### src/hdl/epws_pkg.sv
// ----------------------------------------------------------------------------
// epws_pkg
// Shared codes and widths for the EEPROM page write sequencer.
// ----------------------------------------------------------------------------
package epws_pkg;

   // request types
   localparam logic [1:0] REQ_START   = 2'd0;
   localparam logic [1:0] REQ_TX_DONE = 2'd1;
   localparam logic [1:0] REQ_BUS_ERR = 2'd2;
   localparam logic [1:0] REQ_TICK    = 2'd3;

   // sequence phase
   localparam logic [1:0] PH_IDLE       = 2'd0;
   localparam logic [1:0] PH_WAIT_TX    = 2'd1;
   localparam logic [1:0] PH_WAIT_READY = 2'd2;

   // response status
   localparam logic [1:0] ST_OK       = 2'd0;
   localparam logic [1:0] ST_BUSY     = 2'd1;
   localparam logic [1:0] ST_BAD_LEN  = 2'd2;

   // error codes
   localparam logic [1:0] ERR_NONE    = 2'd0;
   localparam logic [1:0] ERR_BUS     = 2'd1;
   localparam logic [1:0] ERR_TIMEOUT = 2'd2;

   // register indexes
   localparam logic [1:0] CSR_DEVICE_SELECT = 2'd0;
   localparam logic [1:0] CSR_POLL_INTERVAL = 2'd1;
   localparam logic [1:0] CSR_READY_TIMEOUT = 2'd2;

   // register reset values
   localparam logic [2:0]  DEVICE_SELECT_RST = 3'd0;
   localparam logic [7:0]  POLL_INTERVAL_RST = 8'd1;
   localparam logic [15:0] READY_TIMEOUT_RST = 16'd20;

   localparam int ADDR_W  = 16;
   localparam int TICK_W  = 32;
   localparam int CLEN_W  = 7;

endpackage

### src/hdl/eeprom_page_write_sequencer_core.sv
// ----------------------------------------------------------------------------
// eeprom_page_write_sequencer_core
// Splits an EEPROM write into page-aligned chunks and sequences them with
// readiness polling, timeout and bus-error abort.
// ----------------------------------------------------------------------------
// A request passes the input register, then the response register.
// Throughput: one request per cycle while responses are taken; the input
// and response registers let a request enter while the last response waits.
// The page offset of a start address comes from a reciprocal multiply done
// ahead of the input register.
// Reset: synchronous, clears all control state and config to reset values.
// ----------------------------------------------------------------------------
module eeprom_page_write_sequencer_core
   import epws_pkg::*;
#(
   parameter int PAGE_BYTES = 64
) (
   input  logic              clock,
   input  logic              reset,

   input  logic              csr_wr_en,
   input  logic [1:0]        csr_index,
   input  logic [15:0]       csr_wr_data,

   input  logic              req_valid,
   output logic              req_ready,
   input  logic [1:0]        req_type,
   input  logic [15:0]       req_start_addr,
   input  logic [15:0]       req_length,
   input  logic              req_device_ready,

   output logic              rsp_valid,
   input  logic              rsp_ready,
   output logic [1:0]        rsp_status,
   output logic              rsp_issue_write,
   output logic [2:0]        rsp_write_device,
   output logic [15:0]       rsp_write_addr,
   output logic [15:0]       rsp_buffer_offset,
   output logic [6:0]        rsp_chunk_len,
   output logic              rsp_busy_res,
   output logic              rsp_done_res,
   output logic [1:0]        rsp_error_code
);

   localparam int CH_W     = $clog2(PAGE_BYTES + 1);
   localparam int SW       = CH_W + 2;
   localparam int CX_W     = CH_W + CLEN_W;
   localparam int SHIFT    = 25;
   localparam int RECIP_W  = SHIFT + 1;
   localparam int PROD_W   = ADDR_W + RECIP_W;
   localparam longint RECIP_VAL = ((64'd1 << SHIFT) + PAGE_BYTES - 1) / PAGE_BYTES;
   localparam int WRAP_MOD = 65536 % PAGE_BYTES;

   localparam logic [RECIP_W-1:0] RECIP    = RECIP_W'(RECIP_VAL);
   localparam logic [ADDR_W-1:0]  PAGE_A   = ADDR_W'(PAGE_BYTES);
   localparam logic [CH_W-1:0]    PAGE_C   = CH_W'(PAGE_BYTES);
   localparam logic signed [SW-1:0] PAGE_S = SW'(PAGE_BYTES);
   localparam logic signed [SW-1:0] WRAP_S = SW'(WRAP_MOD);

   // configuration
   logic [2:0]  device_select_ff;
   logic [7:0]  poll_interval_ff;
   logic [15:0] ready_timeout_ff;

   // input register
   logic               s1_valid_ff;
   logic [1:0]         s1_type_ff;
   logic [ADDR_W-1:0]  s1_addr_ff;
   logic [ADDR_W-1:0]  s1_len_ff;
   logic               s1_ready_ff;
   logic [ADDR_W-1:0]  s1_quot_ff;
   logic [PROD_W-1:0]  quot_prod;

   // sequence state
   logic [1:0]         phase_ff, phase_in;
   logic [ADDR_W-1:0]  cur_addr_ff, cur_addr_in;
   logic [ADDR_W-1:0]  done_bytes_ff, done_bytes_in;
   logic [ADDR_W-1:0]  total_bytes_ff, total_bytes_in;
   logic [CH_W-1:0]    cur_chunk_ff, cur_chunk_in;
   logic [CH_W-1:0]    page_off_ff, page_off_in;
   logic [TICK_W-1:0]  tick_count_ff, tick_count_in;
   logic [TICK_W-1:0]  poll_due_ff, poll_due_in;
   logic [TICK_W-1:0]  give_up_at_ff, give_up_at_in;
   logic [1:0]         last_fault_ff, last_fault_in;

   // response register
   logic               rsp_valid_ff;
   logic [1:0]         rsp_status_ff, rsp_status_in;
   logic               rsp_issue_ff, rsp_issue_in;
   logic [2:0]         rsp_device_ff, rsp_device_in;
   logic [ADDR_W-1:0]  rsp_addr_ff, rsp_addr_in;
   logic [ADDR_W-1:0]  rsp_offset_ff, rsp_offset_in;
   logic [CLEN_W-1:0]  rsp_clen_ff, rsp_clen_in;
   logic               rsp_done_ff, rsp_done_in;

   logic advance;
   logic req_fire;

   // datapath
   logic [ADDR_W-1:0]  quot_page;
   logic [ADDR_W-1:0]  start_rem;
   logic [TICK_W-1:0]  tick_next;
   logic [TICK_W-1:0]  poll_diff;
   logic [TICK_W-1:0]  give_diff;
   logic               poll_hit;
   logic               give_hit;
   logic [ADDR_W-1:0]  adv_done;
   logic [ADDR_W:0]    adv_addr_sum;
   logic signed [SW-1:0] off_sum;
   logic signed [SW-1:0] off_t;
   logic signed [SW-1:0] off_fix;
   logic [CH_W-1:0]    adv_off;
   logic               is_start;
   logic [ADDR_W-1:0]  iss_addr;
   logic [ADDR_W-1:0]  iss_done;
   logic [ADDR_W-1:0]  iss_total;
   logic [CH_W-1:0]    iss_off;
   logic [CH_W-1:0]    room;
   logic [ADDR_W-1:0]  left;
   logic [CH_W-1:0]    chunk;
   logic [CX_W-1:0]    chunk_ext;

   assign advance   = s1_valid_ff && (!rsp_valid_ff || rsp_ready);
   assign req_ready = !s1_valid_ff || advance;
   assign req_fire  = req_valid && req_ready;

   // quotient of the start address by the page size, exact for 16-bit inputs
   assign quot_prod = PROD_W'(req_start_addr) * PROD_W'(RECIP);

   always_ff @(posedge clock) begin
      if (reset) begin
         device_select_ff <= DEVICE_SELECT_RST;
         poll_interval_ff <= POLL_INTERVAL_RST;
         ready_timeout_ff <= READY_TIMEOUT_RST;
      end else if (csr_wr_en) begin
         unique case (csr_index)
            CSR_DEVICE_SELECT: device_select_ff <= csr_wr_data[2:0];
            CSR_POLL_INTERVAL: poll_interval_ff <= csr_wr_data[7:0];
            CSR_READY_TIMEOUT: ready_timeout_ff <= csr_wr_data;
            default: ;
         endcase
      end
   end

   always_ff @(posedge clock) begin
      if (reset) begin
         s1_valid_ff <= 1'b0;
      end else if (req_ready) begin
         s1_valid_ff <= req_valid;
      end
   end

   always_ff @(posedge clock) begin
      if (req_fire) begin
         s1_type_ff  <= req_type;
         s1_addr_ff  <= req_start_addr;
         s1_len_ff   <= req_length;
         s1_ready_ff <= req_device_ready;
         s1_quot_ff  <= quot_prod[SHIFT +: ADDR_W];
      end
   end

   // start path: page offset of the start address
   assign quot_page = s1_quot_ff * PAGE_A;
   assign start_rem = s1_addr_ff - quot_page;

   // tick path: wrap-safe deadline compares
   assign tick_next = tick_count_ff + TICK_W'(1);
   assign poll_diff = tick_next - poll_due_ff;
   assign give_diff = tick_next - give_up_at_ff;
   assign poll_hit  = !poll_diff[TICK_W-1];
   assign give_hit  = !give_diff[TICK_W-1];

   // advance past the confirmed chunk
   assign adv_done     = done_bytes_ff + ADDR_W'(cur_chunk_ff);
   assign adv_addr_sum = {1'b0, cur_addr_ff} + (ADDR_W+1)'(cur_chunk_ff);
   assign off_sum      = $signed(SW'(page_off_ff)) + $signed(SW'(cur_chunk_ff));

   // keep the page offset right when the address wraps past the top
   always_comb begin
      off_t = adv_addr_sum[ADDR_W] ? (off_sum - WRAP_S) : off_sum;
      if (off_t < 0) begin
         off_fix = off_t + PAGE_S;
      end else if (off_t >= PAGE_S) begin
         off_fix = off_t - PAGE_S;
      end else begin
         off_fix = off_t;
      end
   end
   assign adv_off = off_fix[CH_W-1:0];

   // chunk sizing, shared by start and next-chunk issue
   assign is_start  = (s1_type_ff == REQ_START);
   assign iss_addr  = is_start ? s1_addr_ff : adv_addr_sum[ADDR_W-1:0];
   assign iss_done  = is_start ? '0 : adv_done;
   assign iss_total = is_start ? s1_len_ff : total_bytes_ff;
   assign iss_off   = is_start ? start_rem[CH_W-1:0] : adv_off;
   assign room      = PAGE_C - iss_off;
   assign left      = iss_total - iss_done;
   assign chunk     = (left < ADDR_W'(room)) ? left[CH_W-1:0] : room;
   assign chunk_ext = CX_W'(chunk);

   always_comb begin
      phase_in       = phase_ff;
      cur_addr_in    = cur_addr_ff;
      done_bytes_in  = done_bytes_ff;
      total_bytes_in = total_bytes_ff;
      cur_chunk_in   = cur_chunk_ff;
      page_off_in    = page_off_ff;
      tick_count_in  = tick_count_ff;
      poll_due_in    = poll_due_ff;
      give_up_at_in  = give_up_at_ff;
      last_fault_in  = last_fault_ff;
      rsp_status_in  = ST_OK;
      rsp_issue_in   = 1'b0;
      rsp_done_in    = 1'b0;

      unique case (s1_type_ff)
         REQ_START: begin
            if (s1_len_ff == '0) begin
               rsp_status_in = ST_BAD_LEN;
            end else if (phase_ff == PH_WAIT_TX || phase_ff == PH_WAIT_READY) begin
               rsp_status_in = ST_BUSY;
            end else begin
               cur_addr_in    = s1_addr_ff;
               done_bytes_in  = '0;
               total_bytes_in = s1_len_ff;
               page_off_in    = iss_off;
               poll_due_in    = '0;
               give_up_at_in  = '0;
               cur_chunk_in   = chunk;
               last_fault_in  = ERR_NONE;
               phase_in       = PH_WAIT_TX;
               rsp_issue_in   = 1'b1;
            end
         end
         REQ_TX_DONE: begin
            if (phase_ff == PH_WAIT_TX) begin
               phase_in      = PH_WAIT_READY;
               poll_due_in   = tick_count_ff + TICK_W'(poll_interval_ff);
               give_up_at_in = tick_count_ff + TICK_W'(ready_timeout_ff);
            end
         end
         REQ_BUS_ERR: begin
            last_fault_in  = ERR_BUS;
            phase_in       = PH_IDLE;
            total_bytes_in = '0;
            cur_chunk_in   = '0;
         end
         default: begin
            tick_count_in = tick_next;
            if (phase_ff == PH_WAIT_READY && poll_hit) begin
               if (s1_ready_ff) begin
                  done_bytes_in = adv_done;
                  cur_addr_in   = adv_addr_sum[ADDR_W-1:0];
                  page_off_in   = adv_off;
                  if (adv_done >= total_bytes_ff) begin
                     phase_in       = PH_IDLE;
                     total_bytes_in = '0;
                     cur_chunk_in   = '0;
                     rsp_done_in    = 1'b1;
                  end else begin
                     cur_chunk_in  = chunk;
                     last_fault_in = ERR_NONE;
                     phase_in      = PH_WAIT_TX;
                     rsp_issue_in  = 1'b1;
                  end
               end else if (give_hit) begin
                  last_fault_in  = ERR_TIMEOUT;
                  phase_in       = PH_IDLE;
                  total_bytes_in = '0;
                  cur_chunk_in   = '0;
               end else begin
                  poll_due_in = tick_next + TICK_W'(poll_interval_ff);
               end
            end
         end
      endcase

      rsp_device_in = rsp_issue_in ? device_select_ff : '0;
      rsp_addr_in   = rsp_issue_in ? iss_addr : '0;
      rsp_offset_in = rsp_issue_in ? iss_done : '0;
      rsp_clen_in   = rsp_issue_in ? chunk_ext[CLEN_W-1:0] : '0;
   end

   always_ff @(posedge clock) begin
      if (reset) begin
         phase_ff       <= PH_IDLE;
         cur_addr_ff    <= '0;
         done_bytes_ff  <= '0;
         total_bytes_ff <= '0;
         cur_chunk_ff   <= '0;
         page_off_ff    <= '0;
         tick_count_ff  <= '0;
         poll_due_ff    <= '0;
         give_up_at_ff  <= '0;
         last_fault_ff  <= ERR_NONE;
      end else if (advance) begin
         phase_ff       <= phase_in;
         cur_addr_ff    <= cur_addr_in;
         done_bytes_ff  <= done_bytes_in;
         total_bytes_ff <= total_bytes_in;
         cur_chunk_ff   <= cur_chunk_in;
         page_off_ff    <= page_off_in;
         tick_count_ff  <= tick_count_in;
         poll_due_ff    <= poll_due_in;
         give_up_at_ff  <= give_up_at_in;
         last_fault_ff  <= last_fault_in;
      end
   end

   always_ff @(posedge clock) begin
      if (reset) begin
         rsp_valid_ff <= 1'b0;
      end else if (advance) begin
         rsp_valid_ff <= 1'b1;
      end else if (rsp_ready) begin
         rsp_valid_ff <= 1'b0;
      end
   end

   always_ff @(posedge clock) begin
      if (advance) begin
         rsp_status_ff <= rsp_status_in;
         rsp_issue_ff  <= rsp_issue_in;
         rsp_device_ff <= rsp_device_in;
         rsp_addr_ff   <= rsp_addr_in;
         rsp_offset_ff <= rsp_offset_in;
         rsp_clen_ff   <= rsp_clen_in;
         rsp_done_ff   <= rsp_done_in;
      end
   end

   assign rsp_valid         = rsp_valid_ff;
   assign rsp_status        = rsp_status_ff;
   assign rsp_issue_write   = rsp_issue_ff;
   assign rsp_write_device  = rsp_device_ff;
   assign rsp_write_addr    = rsp_addr_ff;
   assign rsp_buffer_offset = rsp_offset_ff;
   assign rsp_chunk_len     = rsp_clen_ff;
   assign rsp_done_res      = rsp_done_ff;
   // busy and fault reflect the state after the item that made this response
   assign rsp_busy_res      = (phase_ff == PH_WAIT_TX) || (phase_ff == PH_WAIT_READY);
   assign rsp_error_code    = last_fault_ff;

endmodule
### config.mk
export PLATFORM = sky130hd
export DESIGN_NAME = eeprom_page_write_sequencer_core
export DESIGN_NICKNAME = d
export VERILOG_FILES = /design/src/hdl/epws_pkg.sv /design/src/hdl/eeprom_page_write_sequencer_core.sv
export SDC_FILE = /design/constraint.sdc
export NUM_CORES = 1
export LEC_CHECK = 0
export BUFFER_PORTS_ARGS = -buffer_cell sky130_fd_sc_hd__buf_2
export CAP_MARGIN = 10
export CORE_AREA = 4 4 184 186
export DETAILED_ROUTE_END_ITERATION = 8
export DIE_AREA = 0 0 188 190
export PLACE_DENSITY = 0.84
export SYNTH_ARGS = -nofsm -noshare
export SYNTH_HDL_FRONTEND = slang
export SYNTH_SLANG_ARGS = --single-unit
### constraint.sdc
create_clock -name clock -period 5.6 [get_ports clock]
set_input_delay 0.56 -clock clock [delete_from_list [all_inputs] [get_ports clock]]
set_output_delay 0.56 -clock clock [all_outputs]
set_load 0.05 [all_outputs]
==> summary.txt <==
Critical path
  • Crit path cell chain: ha_1 -> nand3_1 -> nor4_2 -> nand2_1 -> or3_1 -> xnor2_1 -> ha_1 -> a21o_1 -> a21oi_1 -> nor2b_1 -> a2111oi_1 -> o21ai_1 -> mux2i_2 -> a31o_2 -> a21oi_1 -> o2bb2ai_1
  • Critical Path Source Type: register
  • CP arrival: 5.74 ns
  • Worst Path Required: between 6 and 7 ns
  • Critical Path Start: tick_count_ff[0]$_SDFFE_PP0P_
  • Max stage delay on crit path: approximately 0.54 ns
  • WS Path Type: reg -> reg
  • Worst Path Max Fanout: 15
  • CP max stage cell: dfxtp_1
  • Delay-heaviest family, CP: compound AO/OA/AOI/OAI gates
  • Critical Path Sink Type: register
  • Flop2flop setup slack: 0.29 ns
  • Worst Reg-to-Reg Cells: 16
  • Crit. path cell count: 16
  • Worst r2r src: tick_count_ff[0]$_SDFFE_PP0P_
  • Buf/Inv on CP: 0

Floorplan
  • IO Pins: 109
  • Total core area: approximately 32,000 um^2
  • Die Width: 188 um
  • Site row count: 66
  • DIE AREA: about 36,000 um^2
  • Initial core utilization: between 50% and 60%
  • Die Y: 190 um

Detailed routing
  • 1st-iter DRT viols: 1,340
  • Routed Antenna Nets: 0
  • Via density: between 6 and 7
  • Via count: about 16,000
  • Routed wire length: approximately 50,000 um
  • Avg WL per Cell: 18.95 um
  • DRT Pass-1 Iters: 5
  • DRC Markers: 0

Timing
  • Post-route minimum period: 5.307 ns
  • Final Hold Vio Count: 0
  • Period utilization: 94.77%
  • Final setup vio count: 0
  • Fmax achieved: ~0.19 GHz
  • Final critical-path setup slack: 0.2926 ns
  • Worst Max-Slew Pin Slew: about 0.94 ns
  • Relative slew slack: 36.89%
  • Clock Skews: approximately 0.016 ns
  • Pins Over Slew Limit: 0

Flow run
  • Max cap viols: 0

Yosys
  • Syn Area/Cell: about 8.7 um^2
  • Syn nets: 2,264
  • Mapped cell area: 17,800 um^2
  • Fraction of the yosys area taken by sequential cells: a little over a third
  • EDFF count, synth: between 80 and 90
  • Post-synthesis cell type count: 94
  • Synthesized flop and latch total: 272
  • Most common flop cell mapped by yosys: dfxtp_1
  • Asr flop ratio synth: 0%
  • Synthesis Warnings: 0
  • Mapped Cells: 2,049

Layout
  • Final std cells w/o fill: 2,587
  • Post-layout util: between 60 and 70%
  • Fillers: 2,697
  • Final instance area: 19,750 um^2
  • P&R area growth vs syn: 10.93%
  • Antenna Cells: 0
  • Nets: 2,337
  • Layout cells sized above 1: 11.84%

Clock tree
  • Worst-path clk slew: 0.06 ns
  • Clock sinks: 272
  • CTS Buf Count: 30
  • CTS tree: done
  • Clk Latency, worst-skew pair: 0.56 ns
  • Clock Tree Root: clkbuf_16
  • H-tree levels: 1
  • Buffer depth of the longest clock path: 3

Power
  • P per Cell Area: 231.0 nW/um^2
  • Internal power: 3.368 mW
  • NetSw: 1.195 mW
  • Seq pwr share: 46.2%
  • Comb power frac: 11.8%
  • Sw Share: 26.19%
  • Peak VDD IR: between 200 and 250 uV
  • Clock power frac: 42.0%
  • Leak Pwr: 7.765 nW

Outcome
  • Outcome: finished clean

Placement
  • GPL Wtd Cong: 0.9585
  • Post-DP HPWL: 36,260 um
  • DP Area: 18,770 um^2
  • Post-Place Cells: 2,531
  • Pre-CTS worst setup slack: 0.1268 ns
  • Port bufs: 108

GRT
  • First-pass GRT wire length: 79,750 um
  • Initial antenna violation count: 0
  • Global Route Usage Sum: 26.67%
  • Pin count of the biggest net entering global routing: 74
  • Total gr overflow: 0
  • Vias in the first global route: 15,870

Hold path
  • Worst Min Path Start: req_length[5]
  • Hold WC Path Type: in -> reg
  • Hold Crit Depth: 1
==> sequential cells by signal, indices dropped and copies added, names as in the netlist, 3 cells and up <==
name	cells
done_bytes_ff	16
cur_chunk_ff	7
page_off_ff	7
poll_interval_ff	8
s1_len_ff	16
ready_timeout_ff	16
tick_count_ff	32
rsp_write_addr	16
total_bytes_ff	16
poll_due_ff	32
rsp_chunk_len	7
give_up_at_ff	32
rsp_buffer_offset	16
rsp_write_device	3
s1_addr_ff	16
cur_addr_ff	16
device_select_ff	3
==> worst reg2reg max path: stages (launching register included) <==
cell,delay (ns)
dfxtp_1,0.54
ha_1,0.23
nand3_1,0.33
nor4_2,0.53
nand2_1,0.25
or3_1,0.47
xnor2_1,0.23
ha_1,0.29
a21o_1,0.16
a21oi_1,0.15
nor2b_1,0.07
a2111oi_1,0.41
o21ai_1,0.20
mux2i_2,0.39
a31o_2,0.47
a21oi_1,0.26
o2bb2ai_1,0.22
==> placed cells by master, fill, tap and decap left out, drive strengths merged, types with 34 or more instances in the layout <==
cell,instances
inv,123
nand4,49
clkbuf,37
xnor2,87
xor2,84
or3,35
a21oi,145
nand2,203
edfxtp,81
nor2,161
o21ai,118
a21o,34
ha,151
buf,156
nand3,40
nor3,48
dfxtp,191
==> per-stage QoR <==
step | power, mW | setup TNS (ns) | hold slack (ns)
2_1_floorplan | 2.522 | 0 | 0.4250
3_3_place_gp | 2.669 | 0 | 0.4376
3_5_place_dp | 2.678 | 0 | 0.4457
4_1_cts | 4.588 | 0 | 0.1527
5_1_grt | 4.727 | -0.2209 | 0.1688
6_report | 4.564 | 0 | 0.1759
==> cell usage after synthesis, drive strengths merged (6+ instances only) <==
library cell | count | area share, %
nand2 | 203 | 4.3
dfxtp | 191 | 21
nor2 | 161 | 3.4
ha | 151 | 11
a21oi | 145 | 4.1
inv | 122 | 2.6
o21ai | 118 | 3.3
xnor2 | 87 | 4.3
xor2 | 84 | 4.1
edfxtp | 81 | 14
clkbuf | 71 | 1.6
nand4 | 49 | 1.9
nor3 | 48 | 1.4
buf | 44 | 1.3
nand3 | 40 | 1.2
or3 | 35 | 1.2
a21o | 34 | 1.4
mux2i | 32 | 1.8
o31ai | 30 | 1.3
a211oi | 28 | 1.2
nor4 | 24 | 0.95
nor2b | 21 | 0.78
nand2b | 19 | 0.67
a22o | 16 | 0.79
o211ai | 16 | 0.70
and3 | 14 | 0.49
o2bb2ai | 14 | 0.69
and2 | 11 | 0.39
or4 | 11 | 0.48
a22oi | 10 | 0.42
nor3b | 9 | 0.38
o31a | 9 | 0.44
a31o | 8 | 0.39
and4 | 8 | 0.41
a31oi | 7 | 0.25
nand3b | 7 | 0.30
o21a | 7 | 0.30
a2111oi | 6 | 0.54
fa | 6 | 0.67
o21bai | 6 | 0.25
or2 | 6 | 0.21
==> kinds of logic after synthesis <==
group	share of synthesized area [%]
multiplexers	2.115
adder cells (fa/ha/maj)	11.29
AO/OA/AOI/OAI	18.10
AND/OR/NAND/NOR	19.21
flip-flops	35.14
XOR/XNOR	8.665
buffers and inverters	5.488
==> per-layer routing <==
metal / GRT usage (%) / vias up / wire (um)
met5: 0 / - / 0
met4: 10.39 / 0 / 1991
li1: - / 7501 / -
met3: 3.872 / 132 / 3424
met1: 34.19 / 7528 / 20510
met2: 45.67 / 668 / 23100
==> worst paths after layout <==
kind                                         end
setup reg to reg    poll_due_ff[29]$_SDFFE_PP0P_
hold / removal            s1_len_ff[5]$_DFFE_PP_
hold reg to reg   give_up_at_ff[22]$_SDFFE_PP0P_
setup / recovery    poll_due_ff[29]$_SDFFE_PP0P_
==> final cells by class <==
class	count	area, um^2	share of cell area [%]
inverters	123	461.7	2.338
clock buffers	37	808.3	4.092
clock inverters	18	142.6	0.7222
repair buffers	156	919.6	4.656
well taps	442	553.0	2.800
multi-input cells	1539	10610	53.72
flip-flops and latches	272	6256	31.67
==> what timing repair did <==
item                                    in CTS  in global routing
buffers inserted                             0                  1
hold buffers                                 0                  0
gates resized for setup                      0                  5
endpoints found under the setup margin       0                 46
==> power groups by stage <==
stage	Clock, mW	Sequential [mW]	Combinational, mW
detailed placement	0	2.15	0.530
global placement	0	2.15	0.521
finish	1.92	2.11	0.541
CTS	1.95	2.11	0.534
floorplan	0	2.19	0.330
global route	2.03	2.11	0.591
Power figures use the tool's default switching activity.
